**src/multilevel_queue_slot_scheduler_core_defines.svh**
```systemverilog
// Assertion macros shared by the scheduler modules.
`ifndef MULTILEVEL_QUEUE_SLOT_SCHEDULER_CORE_DEFINES_SVH
`define MULTILEVEL_QUEUE_SLOT_SCHEDULER_CORE_DEFINES_SVH

// Same-cycle implication, sampled on clk, off while arst_n is low.
`define MLQS_ASSERT_IMPL(name, pre, post, msg) \
	name: assert property (@(posedge clk) disable iff (!arst_n) (pre) |-> (post)) \
		else $error(msg);

// Next-cycle implication, sampled on clk, off while arst_n is low.
`define MLQS_ASSERT_NEXT(name, pre, post, msg) \
	name: assert property (@(posedge clk) disable iff (!arst_n) (pre) |=> (post)) \
		else $error(msg);

`endif

```
**src/mlqs_pkg.sv**
```systemverilog
// Shared types and codes of the multilevel queue slot scheduler.
package mlqs_pkg;

	typedef logic [1:0] status_t;

	localparam status_t ST_ENQUEUED = 2'd0;
	localparam status_t ST_GRANTED  = 2'd1;
	localparam status_t ST_NONE     = 2'd2;
	localparam status_t ST_DROPPED  = 2'd3;

	localparam logic OP_ENQ = 1'b0;
	localparam logic OP_DEQ = 1'b1;

	localparam int PID_W  = 8;
	localparam int PLVL_W = 3;
	localparam int GID_W  = 8;
	localparam int GLVL_W = 3;

	// controller -> datapath
	typedef struct packed {
		logic start;      // request beat taken this cycle
		logic deq;        // taken beat is a dequeue
		logic enq_eval;   // apply enqueue to the level record just read
		logic scan_eval;  // examine the level record just read
		logic scan_none;  // last level examined without a grant
		logic load_out;   // move result into the response register
	} cmd_t;

	// datapath -> controller
	typedef struct packed {
		logic hit;        // examined level can grant
		logic out_free;   // response register can take a result
	} sts_t;

endpackage

```
**src/mlqs_ctrl.sv**
```systemverilog
// Control state machine: request handshake, level scan count, result hand-off.
`include "multilevel_queue_slot_scheduler_core_defines.svh"

module mlqs_ctrl #(
	parameter int NUM_LEVELS = 8
) (
	input  logic           clk,
	input  logic           arst_n,
	input  logic           req_valid,
	input  logic           opcode,
	output logic           req_stall,
	input  mlqs_pkg::sts_t sts,
	output mlqs_pkg::cmd_t cmd
);

	localparam int LW = $clog2(NUM_LEVELS);

	typedef enum logic [1:0] {
		S_IDLE,
		S_ENQ,
		S_SCAN,
		S_DONE
	} state_t;

	state_t          state_q;
	logic [LW-1:0]   cnt_q;
	logic            last;

	assign last      = (cnt_q == LW'(NUM_LEVELS - 1));
	assign req_stall = (state_q != S_IDLE);

	always_comb begin
		cmd = '0;
		unique case (state_q)
			S_IDLE: begin
				cmd.start = req_valid;
				cmd.deq   = (opcode == mlqs_pkg::OP_DEQ);
			end
			S_ENQ: begin
				cmd.enq_eval = 1'b1;
			end
			S_SCAN: begin
				cmd.scan_eval = 1'b1;
				cmd.scan_none = !sts.hit && last;
			end
			S_DONE: begin
				cmd.load_out = sts.out_free;
			end
		endcase
	end

	always_ff @(posedge clk or negedge arst_n) begin
		if (!arst_n) begin
			state_q <= S_IDLE;
			cnt_q   <= '0;
		end else begin
			unique case (state_q)
				S_IDLE: begin
					if (req_valid) begin
						cnt_q   <= '0;
						state_q <= (opcode == mlqs_pkg::OP_DEQ) ? S_SCAN : S_ENQ;
					end
				end
				S_ENQ: begin
					state_q <= S_DONE;
				end
				S_SCAN: begin
					if (sts.hit || last) begin
						state_q <= S_DONE;
					end else begin
						cnt_q <= cnt_q + LW'(1);
					end
				end
				S_DONE: begin
					if (sts.out_free) begin
						state_q <= S_IDLE;
					end
				end
			endcase
		end
	end

	`MLQS_ASSERT_NEXT(a_accept_leaves_idle, req_valid && !req_stall, state_q != S_IDLE, "accepted beat did not start work")
	`MLQS_ASSERT_NEXT(a_scan_steps, state_q == S_SCAN && !sts.hit && !last, state_q == S_SCAN && cnt_q == $past(cnt_q) + LW'(1), "scan did not advance one level")

endmodule

```
**src/mlqs_dp.sv**
```systemverilog
// Datapath: level-state memory, id FIFO memory, current level, result and response registers.
`include "multilevel_queue_slot_scheduler_core_defines.svh"

module mlqs_dp #(
	parameter int NUM_LEVELS  = 8,
	parameter int QUEUE_DEPTH = 16,
	parameter int ID_WIDTH    = 8
) (
	input  logic                                 clk,
	input  logic                                 arst_n,
	input  logic [mlqs_pkg::PID_W-1:0]           process_id,
	input  logic [mlqs_pkg::PLVL_W-1:0]          priority_level,
	input  mlqs_pkg::cmd_t                       cmd,
	output mlqs_pkg::sts_t                       sts,
	input  logic                                 rsp_stall,
	output logic                                 rsp_valid,
	output mlqs_pkg::status_t                    status,
	output logic [mlqs_pkg::GID_W-1:0]           granted_id,
	output logic [mlqs_pkg::GLVL_W-1:0]          granted_level
);

	localparam int LW  = $clog2(NUM_LEVELS);
	localparam int DW  = $clog2(QUEUE_DEPTH);
	localparam int CW  = $clog2(QUEUE_DEPTH + 1);
	localparam int SW  = $clog2(NUM_LEVELS + 1);
	localparam int QN  = NUM_LEVELS * QUEUE_DEPTH;
	localparam int QAW = $clog2(QN);

	typedef struct packed {
		logic [DW-1:0] head;
		logic [CW-1:0] count;
		logic [SW-1:0] slots;
	} rec_t;

	// storage
	rec_t                lvl_mem_q [NUM_LEVELS];
	logic [NUM_LEVELS-1:0] lvl_vld_q;
	logic [ID_WIDTH-1:0] que_mem_q [QN];

	// read-side and item registers
	rec_t                rd_q;
	logic                rdv_q;
	logic [LW-1:0]       rdlvl_q;
	logic [ID_WIDTH-1:0] qrd_q;
	logic [ID_WIDTH-1:0] pid_q;
	logic                plvl_ok_q;
	logic [LW-1:0]       cur_q;
	mlqs_pkg::status_t   res_status_q;
	logic [LW-1:0]       res_lvl_q;

	// response register
	logic                               rsp_valid_q;
	mlqs_pkg::status_t                  status_q;
	logic [mlqs_pkg::GID_W-1:0]         gid_q;
	logic [mlqs_pkg::GLVL_W-1:0]        glvl_q;

	logic                plvl_ok;
	logic [LW-1:0]       enq_lvl;
	logic [LW-1:0]       nxt_lvl;
	logic [LW-1:0]       rd_addr;
	logic                rd_en;
	logic [SW-1:0]       reload;
	rec_t                eff;
	logic                full;
	logic                drop;
	logic [DW:0]         tsum;
	logic [DW-1:0]       tail;
	logic [DW-1:0]       hnext;
	logic                hit;
	logic                exh;
	logic [SW-1:0]       sdec;
	logic                wr_en;
	rec_t                wr_rec;
	logic                adv;
	logic [QAW-1:0]      qbase;
	logic [QAW-1:0]      q_wr_addr;
	logic [QAW-1:0]      q_rd_addr;

	assign plvl_ok = (32'(priority_level) < 32'(NUM_LEVELS));
	assign enq_lvl = plvl_ok ? LW'(priority_level) : '0;
	assign nxt_lvl = (rdlvl_q == LW'(NUM_LEVELS - 1)) ? '0 : rdlvl_q + LW'(1);
	assign rd_addr = cmd.start ? (cmd.deq ? cur_q : enq_lvl) : nxt_lvl;
	assign rd_en   = cmd.start || cmd.scan_eval;

	// a level never written reads as its reset record
	assign reload = SW'(NUM_LEVELS) - SW'(rdlvl_q);
	always_comb begin
		if (rdv_q) begin
			eff = rd_q;
		end else begin
			eff.head  = '0;
			eff.count = '0;
			eff.slots = reload;
		end
	end

	assign full  = (eff.count == CW'(QUEUE_DEPTH));
	assign drop  = !plvl_ok_q || full;
	assign tsum  = (DW+1)'(eff.head) + (DW+1)'(eff.count);
	assign tail  = (tsum >= (DW+1)'(QUEUE_DEPTH)) ? DW'(tsum - (DW+1)'(QUEUE_DEPTH))
	                                              : DW'(tsum);
	assign hnext = (eff.head == DW'(QUEUE_DEPTH - 1)) ? '0 : eff.head + DW'(1);
	assign hit   = (eff.count != '0) && (eff.slots != '0);
	assign exh   = (eff.slots == '0);
	assign sdec  = eff.slots - SW'(1);

	always_comb begin
		wr_en  = 1'b0;
		wr_rec = eff;
		adv    = 1'b0;
		if (cmd.enq_eval && !drop) begin
			wr_en        = 1'b1;
			wr_rec.count = eff.count + CW'(1);
		end else if (cmd.scan_eval && hit) begin
			wr_en        = 1'b1;
			wr_rec.head  = hnext;
			wr_rec.count = eff.count - CW'(1);
			wr_rec.slots = (sdec == '0) ? reload : sdec;
			adv          = (sdec == '0);
		end else if (cmd.scan_eval && exh) begin
			// slots found spent: reload and move past this level
			wr_en        = 1'b1;
			wr_rec.slots = reload;
			adv          = 1'b1;
		end
	end

	assign qbase     = QAW'(rdlvl_q) * QAW'(QUEUE_DEPTH);
	assign q_wr_addr = qbase + QAW'(tail);
	assign q_rd_addr = qbase + QAW'(eff.head);

	assign sts.hit      = hit;
	assign sts.out_free = !rsp_valid_q || !rsp_stall;

	always_ff @(posedge clk) begin
		if (rd_en) begin
			rd_q    <= lvl_mem_q[rd_addr];
			rdv_q   <= lvl_vld_q[rd_addr];
			rdlvl_q <= rd_addr;
		end
		if (wr_en) begin
			lvl_mem_q[rdlvl_q] <= wr_rec;
		end
		if (cmd.enq_eval && !drop) begin
			que_mem_q[q_wr_addr] <= pid_q;
		end
		if (cmd.scan_eval && hit) begin
			qrd_q <= que_mem_q[q_rd_addr];
		end
		if (cmd.start) begin
			pid_q     <= ID_WIDTH'(process_id);
			plvl_ok_q <= plvl_ok;
		end
		if (cmd.enq_eval) begin
			res_status_q <= drop ? mlqs_pkg::ST_DROPPED : mlqs_pkg::ST_ENQUEUED;
			res_lvl_q    <= '0;
		end else if (cmd.scan_eval && hit) begin
			res_status_q <= mlqs_pkg::ST_GRANTED;
			res_lvl_q    <= rdlvl_q;
		end else if (cmd.scan_none) begin
			res_status_q <= mlqs_pkg::ST_NONE;
			res_lvl_q    <= '0;
		end
		if (cmd.load_out) begin
			status_q <= res_status_q;
			if (res_status_q == mlqs_pkg::ST_GRANTED) begin
				gid_q  <= mlqs_pkg::GID_W'(qrd_q);
				glvl_q <= mlqs_pkg::GLVL_W'(res_lvl_q);
			end else begin
				gid_q  <= '0;
				glvl_q <= '0;
			end
		end
	end

	always_ff @(posedge clk or negedge arst_n) begin
		if (!arst_n) begin
			lvl_vld_q   <= '0;
			cur_q       <= '0;
			rsp_valid_q <= 1'b0;
		end else begin
			if (wr_en) begin
				lvl_vld_q[rdlvl_q] <= 1'b1;
			end
			if (adv) begin
				cur_q <= nxt_lvl;
			end
			if (cmd.load_out) begin
				rsp_valid_q <= 1'b1;
			end else if (!rsp_stall) begin
				rsp_valid_q <= 1'b0;
			end
		end
	end

	assign rsp_valid     = rsp_valid_q;
	assign status        = status_q;
	assign granted_id    = gid_q;
	assign granted_level = glvl_q;

	`MLQS_ASSERT_IMPL(a_zero_unless_granted, rsp_valid_q && status_q != mlqs_pkg::ST_GRANTED, gid_q == '0 && glvl_q == '0, "id or level set on a beat without grant")
	`MLQS_ASSERT_IMPL(a_count_bound, cmd.enq_eval || cmd.scan_eval, eff.count <= CW'(QUEUE_DEPTH), "level count beyond queue depth")
	`MLQS_ASSERT_IMPL(a_no_overwrite, cmd.load_out, !rsp_valid_q || !rsp_stall, "response overwritten while stalled")

endmodule

```
**src/multilevel_queue_slot_scheduler_core.sv**
```systemverilog
// Top level of the multilevel queue slot scheduler: control state machine plus datapath.
// Enqueue: level-state read, S_ENQ updates the level, S_DONE loads the response register.
// Dequeue: S_SCAN visits 1..NUM_LEVELS levels round-robin, one registered level-state
//   read each, then S_DONE loads the response; req_stall is high until that load.
// Reset (arst_n low) empties all levels, reloads slots, points at level 0; no clearing pass.
module multilevel_queue_slot_scheduler_core #(
	parameter int NUM_LEVELS  = 8,
	parameter int QUEUE_DEPTH = 16,
	parameter int ID_WIDTH    = 8
) (
	input  logic                        clk,
	input  logic                        arst_n,
	input  logic                        req_valid,
	output logic                        req_stall,
	input  logic                        opcode,
	input  logic [mlqs_pkg::PID_W-1:0]  process_id,
	input  logic [mlqs_pkg::PLVL_W-1:0] priority_level,
	output logic                        rsp_valid,
	input  logic                        rsp_stall,
	output logic [1:0]                  status,
	output logic [mlqs_pkg::GID_W-1:0]  granted_id,
	output logic [mlqs_pkg::GLVL_W-1:0] granted_level
);

	mlqs_pkg::cmd_t cmd;
	mlqs_pkg::sts_t sts;

	mlqs_ctrl #(
		.NUM_LEVELS (NUM_LEVELS)
	) u_ctrl (
		.clk       (clk),
		.arst_n    (arst_n),
		.req_valid (req_valid),
		.opcode    (opcode),
		.req_stall (req_stall),
		.sts       (sts),
		.cmd       (cmd)
	);

	mlqs_dp #(
		.NUM_LEVELS  (NUM_LEVELS),
		.QUEUE_DEPTH (QUEUE_DEPTH),
		.ID_WIDTH    (ID_WIDTH)
	) u_dp (
		.clk            (clk),
		.arst_n         (arst_n),
		.process_id     (process_id),
		.priority_level (priority_level),
		.cmd            (cmd),
		.sts            (sts),
		.rsp_stall      (rsp_stall),
		.rsp_valid      (rsp_valid),
		.status         (status),
		.granted_id     (granted_id),
		.granted_level  (granted_level)
	);

endmodule

```
**config.mk**
```make
export PLATFORM = sky130hd
export DESIGN_NAME = multilevel_queue_slot_scheduler_core
export DESIGN_NICKNAME = d
export VERILOG_FILES = /design/src/mlqs_pkg.sv /design/src/mlqs_ctrl.sv /design/src/mlqs_dp.sv /design/src/multilevel_queue_slot_scheduler_core.sv
export VERILOG_INCLUDE_DIRS = /design/src /design/src/src
export SDC_FILE = /design/constraint.sdc
export NUM_CORES = 1
export LEC_CHECK = 0
export CORE_ASPECT_RATIO = 0.9
export CORE_MARGIN = 5
export CORE_UTILIZATION = 35
export DETAILED_ROUTE_END_ITERATION = 16
export DONT_BUFFER_PORTS = 1
export SLEW_MARGIN = 20
export SYNTH_ARGS = -nofsm -noshare
export SYNTH_HDL_FRONTEND = slang
export SYNTH_SLANG_ARGS = --single-unit
export TNS_END_PERCENT = 10
```
**constraint.sdc**
```tcl
create_clock -name clk -period 4.3 [get_ports clk]
set_clock_uncertainty 0.15 [all_clocks]
set_input_delay 0 -clock clk [delete_from_list [all_inputs] [get_ports clk]]
set_output_delay 0 -clock clk [all_outputs]
set_load 0.01 [all_outputs]
```
Yosys cells after proc, flatten, opt, wreduce, memory -nomap -nowiden. Memory sizes are Yosys's and may differ from the RTL's. A register that Yosys moved wholly into a read port is not among the register bits. Cells that the tools add are included.

Bits in read-only memories: 0. Memories: 2. Memory bits (writable): 1128. Register bits: 47. Latch bits: 0. Bits of input ports: 16.

Eq/ne operators: 13. Add/subtract/negate cells: 11. Bitwise operators: 1. Divide/modulo/power cells: 0. Reduce and logical (&&, ||, !) cells: 24. Multipliers: 0. Mux-type cells: 46. Order comparisons: 4. Shifts and indexed selects: 0.

Memory list: u_dp.que_mem_q (words 128, bits a word 8, rd ports 1, clocked after Yosys merged registers in 1, wr ports 1, RTL line mlqs_dp.sv:38) `logic [ID_WIDTH-1:0] que_mem_q [QN];`; u_dp.lvl_mem_q (words 8, bits a word 13, rd ports 1, clocked after Yosys merged registers in 1, wr ports 1, RTL line mlqs_dp.sv:36) `rec_t lvl_mem_q [NUM_LEVELS];`.

Operators with widths (count): 4-bit two-way mux (7); 3-bit two-way mux (7); 2-bit two-way mux (10); 1-bit two-way mux (15); 7-bit by 4-bit adder with 7-bit output (2); 13-bit two-way mux (1); 9-bit two-way mux (1); 4-bit zero test (2); 3-bit by 4-bit < comparator with 1-bit output, second input constant (2); 8-bit OR (1); 2-bit one-hot mux with 4 select lines (1); 4-bit by 1-bit subtractor with 4-bit output, second input constant (2); 3-bit by 1-bit adder with 3-bit output, second input constant (2); 3-bit == test, second input constant (2); 1-bit logical AND (6); 2-bit by 1-bit inequality test with 1-bit output, second input constant (3); 3-bit one-hot mux with 2 select lines (1); 3-bit AND reduction (2); 2-bit nonzero test (3); 4-bit by 5-bit adder with 5-bit output (1); 5-bit by 1-bit adder with 5-bit output, second input constant (1); 5-bit == test, second input constant (1); 5-bit >= comparator, second input constant (1); 5-bit two-way mux (1); other kinds (16) (24).

Longest topological paths before layout. Gate-level depths: netlist of run 1.

Depth after elaboration: 13. Gate-level depth with buffers: 15. Gate-level depth less buffers: 10.

Hierarchy. From an unflattened synthesis of run 1, not the netlist that was laid out.

Cells, all modules: 3294. Area, all modules: 48876.9 um^2.

Modules (own cells, without submodules): mlqs_dp (times used 1, cells an instance 3257, area each 48484.0 um^2, sequential area each 35674.2 um^2); mlqs_ctrl (times used 1, cells an instance 37, area each 392.9 um^2, sequential area each 125.1 um^2).

Worst setup path after synthesis of run 1. Ideal clock, no wire load.

Path type: flip-flop to flip-flop. Start point: reg u_dp.rdv_q. End point: mem u_dp.lvl_mem_q[0][12] (netlist bit), data pin. Arrival time: 3.344 ns. Period minus slack after synthesis: 3.800 ns. Data required time: 3.843 ns. Slack: 0.500 ns. Cell stages (with the launch flop): 15. Cells stage by stage: edfxtp_1 buf_6 buf_2 buf_2 clkbuf_1 buf_2 nand2_1 ha_1 or3b_1 o21a_1 nor2_1 and3_1 clkbuf_1 nand2_1 o41ai_1.

RTL lines: from (decl) (RTL line mlqs_dp.sv:42) `logic rdv_q;`; from (signal assigned) (RTL line mlqs_dp.sv:138) `rdv_q <= lvl_vld_q[rd_addr];`; to (decl) (RTL line mlqs_dp.sv:36).

Worst setup path after layout of run 1.
Start point: reg u_dp.rd_q[9] (netlist name). End point: reg u_dp.qrd_q[3] (read register of u_dp.que_mem_q), data pin.

Word-level cells in the longest chain between the ends: 2.

Ends and longest elaborated chain: 13-bit two-way mux (RTL line mlqs_dp.sv:88) `if (rdv_q) begin`; 7-bit by 4-bit adder with 7-bit output (RTL line mlqs_dp.sv:130) `assign q_rd_addr = qbase + QAW'(eff.head);`; to (decl) (RTL line mlqs_dp.sv:44) `logic [ID_WIDTH-1:0] qrd_q;`.

Every way passes these cells. A chain may end at the register's enable or synchronous reset.

==> impl_metrics.ini, run 1 <==
[floorplan]
die_h_um = 361.6
row_count = 129
core_um2 = 137000
ioPinCount = 31
floorplan.initialDensity_pct = 35.07
die_area_um2 = 144800
die_w_um = 400.6

[logic_synthesis]
synth_seq_cells = 1196
yosysTopAreaCell = edfxtp_1
synth_compound_area_share_pct = 10.41
synth_cell_type_count = 74
synthCells = 3110
synth-edff-count = 1176
synth-seq-area-share_pct = 74.48
syn_nets = 3144
synth_xor_area_share_pct = 0.2369
synthAdderAreaFrac_pct = 0.4842
syn_avg_cell_area_um2 = 15.45
synth_top_family_by_area = compound AO/OA/AOI/OAI gates
synthMuxAreaShare_pct = 6.037
synth.area.top_cells = edfxtp_1 (73%), mux2i_1 (3.1%), a221oi_1 (2.9%)
async_flop_share_pct = 1.421
syn-cell-area_um2 = 48060
yosysWarnings = 0
synthSimpleGateAreaFrac_pct = 6.274
synthFlopType = edfxtp_1
yosysTopAreaCellShare_pct = 73.47

[setup_path]
crit_type = flip-flop to flip-flop
cp_top_family = simple AND/OR/NAND/NOR gates
cp.arrival_ns = 4.10
worst-path-buf-inv = 2
crit_path_start = u_dp.rd_q[9]$_DFFE_PP_
worst-path-stages = 8
max_stage_delay_ns = 0.61
critPathLaunchType = flip-flop
rrSetupSlack_ns = 0.48
cp-end-kind = flip-flop
crit_chain = buf_12, buf_4, mux2_4, a222oi_1, nor2_1, or4_1, o41ai_2, nand4_1
crit_slowest_cell = or4_1
reg2reg_depth = 8
r2r-end = u_dp.qrd_q[3]$_DFFE_PP_
crit_fanout = 31
timing.rr.start = u_dp.rd_q[9]$_DFFE_PP_
cp.required_ns = 4.59
crit_end = u_dp.qrd_q[3]$_DFFE_PP_

[sta]
worst_pin_slew_ns = 1.176
fmax_ghz = 0.2620
finalCritPeriodShare_pct = 88.76
setup_viol = 0
maxSlewViolCount = 0
finalHoldViolations = 0
rsz0062_at_grt = false
post-route-min-period_ns = 3.817
hold_slack_ns = 0.01163
max-slew-margin-rel_pct = 21.41
fin_tns_setup_ns = 0

[placement]
place_hpwl_mm = 86.37
portBuffers = 0
routabilityCongestion = 0.9298
place_inst = 4902

[grt]
track_usage_pct = 18.40
overflow = 0
first_global_vias = 27300
grt_pass1_wl_mm = 198.4
grt_start_max_net_pins = 129
antenna_found_initial = 5

[routing]
met3_wirelength_mm = 14.24
dr_wl_met2_mm = 61.72
wirelength_mm = 138.6
wl_per_cell_um = 26.91
num_vias = 29190
detail-route-antenna-nets = 0
met1_length_mm = 58.21
via_per_inst = 5.670
drt_iter0_drc = 4024
firstDrtPassIters = 6
drc = 0
routed.top_layer = met5

[clock_network]
post_cts_buffers = 0
cts_buffer_depth = 3
cts_root_buffer = clkbuf_16
clk-insertion-delay-late_ns = 0.72
numCtsBuffers = 118
path_clk_slew_ns = 0.07
tritoncts = built
clock-sinks = 1196
h-tree-depth = 3

[job]
max-cap-violations = 0

[run_status]
status = completed

[power_and_ir_drop]
power_density_nw_per_um2 = 711.0
ir_worst_vdd_mv = 0.6772
power_leakage_uw = 0.01796
clkPwrFrac_pct = 25.6
p_int_uw = 24300
seq_power_share_pct = 37.9
p_comb_share_pct = 36.5
power.share.switching_pct = 37.84
p_switching_uw = 14790

[layout]
final_nets = 3250
final_layout_size_suffix_gt1_share_pct = 13.67
syn_to_final_growth_pct = 14.39
final_cells = 5149

[min_path]
hold_path_class = input port to flip-flop
per-layer routing:
| metal | vias up | GRT usage [%] |
|---|---|---|
| met3 | 234 | 4.254 |
| met5 | - | 0 |
| met1 | 14810 | 26.50 |
| li1 | 12520 | - |
| met2 | 1631 | 27.87 |
| met4 | 2 | 5.557 |
worst register-to-register path: stages (launching register included):
cell      delay [ns]
edfxtp_1        0.55
buf_12          0.30
buf_4           0.44
mux2_4          0.35
a222oi_1        0.33
nor2_1          0.13
or4_1           0.62
o41ai_2         0.51
nand4_1         0.17
worst min-delay path by stage:
| stage | to | from | depth (start not counted) |
|---|---|---|---|
| after global routing | u_ctrl.cnt_q[1]$_DFFE_PN0P_ | req_valid | 4 |
| after detailed placement | u_dp.cur_q[0]$_DFFE_PN0P_ | arst_n | 0 |
| after CTS | u_dp.rdlvl_q[2]$_DFFE_PP_ | req_valid | 4 |
| after floorplan | u_ctrl.cnt_q[0]$_DFFE_PN0P_ | arst_n | 0 |
| final | u_dp.rdlvl_q[2]$_DFFE_PP_ | req_valid | 4 |
| after global placement | u_dp.cur_q[0]$_DFFE_PN0P_ | arst_n | 0 |
cell type report:
cell class	instances	area [µm²]
Sequential cell	1196	35800
Timing Repair Buffer	184	1777
Inverter	22	85.08
Clock buffer	140	3057
Fill cell	12370	82050
Multi-Input combinational cell	1694	11310
Tap cell	1834	2295
Clock inverter	77	650.6
Antenna cell	2	5.005
per-stage QoR:
| step | instance area [µm²] | util, % | power, µW | setup slack [ns] |
|---|---|---|---|---|
| floorplan | 48060 | - | 23410 | 0.4997 |
| global placement | 50940 | 37.17 | 28900 | 0.5882 |
| detailed placement | 50960 | 37.19 | 29010 | 0.5610 |
| CTS | 54940 | 40.09 | 39050 | 0.5298 |
| global route | 54970 | 40.12 | 40570 | 0.3995 |
| finish | 54980 | 40.12 | 39090 | 0.4831 |
sequential cells by signal, indices dropped and copies added (netlist names):
name / flops
u_dp.rd_q: 13
u_dp.lvl_mem_q: 104
u_dp.res_status_q: 2
u_dp.rdlvl_q: 3
u_dp.que_mem_q: 1024
u_ctrl.state_q: 2
u_dp.res_lvl_q: 3
u_dp.granted_id: 8
u_dp.cur_q: 3
u_dp.rdv_q: 1
u_dp.rsp_valid: 1
u_dp.pid_q: 8
u_dp.granted_level: 3
u_dp.qrd_q: 8
u_dp.status: 2
u_dp.lvl_vld_q: 8
u_ctrl.cnt_q: 3
logic make-up after synthesis:
kind of cell,count (synthesis)
xor+xnor,13
compound gates,724
buf+inv,220
simple gates,674
mux,265
flops,1196
fa+ha+maj,18
cell usage after synthesis, types with 4 or more instances:
cell type  number
nand3_1        43
xnor2_1         8
o211ai_1       22
and2_1         21
nor4_1         11
buf_2          43
a22o_1         13
nor2_1        292
dfrtp_1        17
mux2_1         17
a2111oi_0      19
a21o_1         28
a21oi_1       205
mux4_2          8
mux2i_1       147
o21ai_0       116
mux2_2         90
o221ai_1       13
buf_4          20
nand4_1        12
a211oi_1       22
nor2b_1        20
buf_6           6
inv_1          19
edfxtp_1     1176
nand2_1       192
a31oi_1         6
a22oi_1        56
a222oi_1       20
buf_1          23
or2_2           7
clkbuf_1      106
o31ai_1         4
and3b_1        27
nor3_1         28
xor2_1          5
ha_1           17
a221oi_1      157
a221o_1        10
power by group through the flow:
stage	combinational, µW	clock [µW]	sequential, µW
2_1_floorplan	8350	0	15100
3_3_place_gp	13800	0	15100
3_5_place_dp	13900	0	15100
4_1_cts	14100	10100	14800
5_1_grt	15100	10600	14900
6_report	14300	10000	14800
timing repair:
action,in CTS,in global routing
hold buffers,27,0
endpoints found under the setup margin,0,0
resized for setup,0,0
endpoints found under the hold margin,50,0
cell usage in the layout, fill, tap and decap left out, drive strengths merged, types with 27 or more instances in the layout:
cell type	n
a22oi	56
a221oi	157
nand2	193
a21o	28
nor3	29
mux2	110
nor2	292
buf	157
dlygate4sd3	27
mux2i	147
clkinv	61
edfxtp	1176
nand3	44
o21ai	120
clkbuf	140
and3b	27
a21oi	205
Note: power is estimated with default switching activity, not from simulation.
==> run 2, diff against run 1 <==
==> constraint.sdc (replaced) <==
create_clock -name clk -period 4.3 [get_ports clk]
set_clock_uncertainty 0.15 [all_clocks]
set_input_delay 0.86 -clock clk [delete_from_list [all_inputs] [get_ports clk]]
set_output_delay 0.86 -clock clk [all_outputs]
set_load 0.01 [all_outputs]
==> run 2 against run 1 <==
The flow now finishes with violations (capacitance limit). Worst setup slack worse by 0.18 ns. Utilization down 0.13 points. Register-to-register slack worse by 0.18 ns. Via count down 0.86%. Sequential cell count unchanged. Highest routed layer unchanged.
==> impl_metrics.ini, run 2 (synthesized netlist as in run 1, its figures left out) <==
[run_status]
status = complete, but fails checks
violations = capacitance limit

[layout]
final_common_cell = edfxtp_1
top_regs = u_dp.que_mem_q x1024, u_dp.lvl_mem_q x104, u_dp.rd_q x13
syn_to_final_growth_pct = 14.01
final_layout_size_suffix_gt1_share_pct = 14.14
largest_reg_flops = 1024
fillerInstances = 12420
regMostFlops = u_dp.que_mem_q
final_nets = 3224
layout_common_cells = edfxtp_1 (1,176), nor2_1 (292), a21oi_1 (204)

[clock_network]
h-tree-depth = 3
clock-sinks = 1196
hold_buffers = 1
path_clk_slew_ns = 0.07
cts_resized = 0
post_cts_buffers = 0
tritoncts = built
numCtsBuffers = 118
cts_root_buffer = clkbuf_16
clk-insertion-delay-late_ns = 0.71
cts_buffer_depth = 3

[routing]
wl_per_cell_um = 26.94
wirelength_mm = 138.3
via_per_inst = 5.638
firstDrtPassIters = 8
detail-route-antenna-nets = 0
num_vias = 28940
drc = 0
drt_iter0_drc = 3797

[placement]
portBuffers = 0
place_hpwl_mm = 86.41
dp_slack_ns = 0.5909
routabilityCongestion = 0.9430

[setup_path]
reg2reg_depth = 8
cp-end-kind = flip-flop
critPathLaunchType = flip-flop
cp.arrival_ns = 4.43
cp.required_ns = 4.73
crit_fanout = 25
crit_type = flip-flop to flip-flop

[grt]
use_met2_pct = 28.06
grt_pass1_wl_mm = 198.6
track_usage_pct = 18.39
overflow = 0
first_global_vias = 27430
antenna_found_initial = 4
grtUsageMet3_pct = 3.737
gr-max-usage-layer = met2
grt_start_max_net_pins = 129
use_met1_pct = 26.67

[floorplan]
die_area_um2 = 144800
ioPinCount = 31
core_um2 = 137000
die_w_um = 400.6
die_h_um = 361.6
row_count = 129
floorplan.initialDensity_pct = 35.07

[sta]
finalHoldViolations = 0
fin_tns_setup_ns = 0
finalCritPeriodShare_pct = 92.87
fmax_ghz = 0.2504
setup_viol = 0
rsz0062_at_grt = false
max-slew-margin-rel_pct = 2.717
fin_ws_ns = 0.3067
maxSlewViolCount = 0
worst_pin_slew_ns = 1.422
post-route-min-period_ns = 3.993

[min_path]
hold_depth = 0
hold_path_class = input port to flip-flop

[power_and_ir_drop]
ir_worst_vdd_mv = 0.7123
power_density_nw_per_um2 = 715.6
power_uw = 39210
power_leakage_uw = 0.01789

[job]
max-cap-violations = 1
[run 2: path summary, 6_finish.rpt]
kind,from,to,slack [ns]
max,u_dp.rd_q[9]$_DFFE_PP_,u_dp.qrd_q[6]$_DFFE_PP_,0.31
min,process_id[4],u_dp.pid_q[4]$_DFFE_PP_,0.11
max reg2reg,u_dp.rd_q[9]$_DFFE_PP_,u_dp.qrd_q[6]$_DFFE_PP_,0.31
min reg2reg,u_dp.lvl_vld_q[2]$_DFFE_PN0N_,u_dp.lvl_vld_q[2]$_DFFE_PN0N_,0.32
max in group asynchronous,arst_n,u_dp.lvl_vld_q[3]$_DFFE_PN0N_,2.93
min in group asynchronous,arst_n,u_dp.rsp_valid$_DFFE_PN0P_,0.55
[run 2: metal layers]
metal | vias to the layer above | wire (µm) | part of all wire [%]
met5 | - | 21 | 0.015
met4 | 4 | 4446 | 3.2
met3 | 255 | 13540 | 9.8
met2 | 1574 | 61710 | 45
met1 | 14650 | 58550 | 42
li1 | 12460 | - | -
[run 2: worst max-delay path: stages (launching register included)]
cell and delay, ns:
edfxtp_1 0.55, nor2b_4 1.02, a221oi_1 0.27, nor2_1 0.15
a21oi_1 0.11, a2111oi_0 1.20, buf_4 0.25, nor3_1 0.05
nand4_1 0.10
[run 2: area by class of cell]
| type | count | area, µm² | area share [%] |
|---|---|---|---|
| clock inverters | 89 | 765.7 | 1.397 |
| flip-flops and latches | 1196 | 35800 | 65.33 |
| well taps | 1834 | 2295 | 4.188 |
| inverters | 22 | 85.08 | 0.1553 |
| diodes | 4 | 10.01 | 0.01827 |
| multi-input cells | 1694 | 11310 | 20.64 |
| clock buffers | 136 | 3042 | 5.551 |
| repair buffers | 158 | 1491 | 2.722 |
[run 2: power breakdown]
group,switching (µW),internal [µW],total [µW]
clock,4450,5730,10200
sequential,451,14400,14800
combinational,9920,4270,14200
[run 2: stage by stage]
stage	util (%)	std cells	hold slack, ns	instance area, µm²
after global placement	37.17	4901	0.2991	50940
final	39.99	5133	0.1146	54800
after global routing	39.98	5130	0.07908	54790
after CTS	39.97	5128	0.06984	54770
after detailed placement	37.18	4902	0.3044	50950
after floorplan	-	3110	0.2680	48060
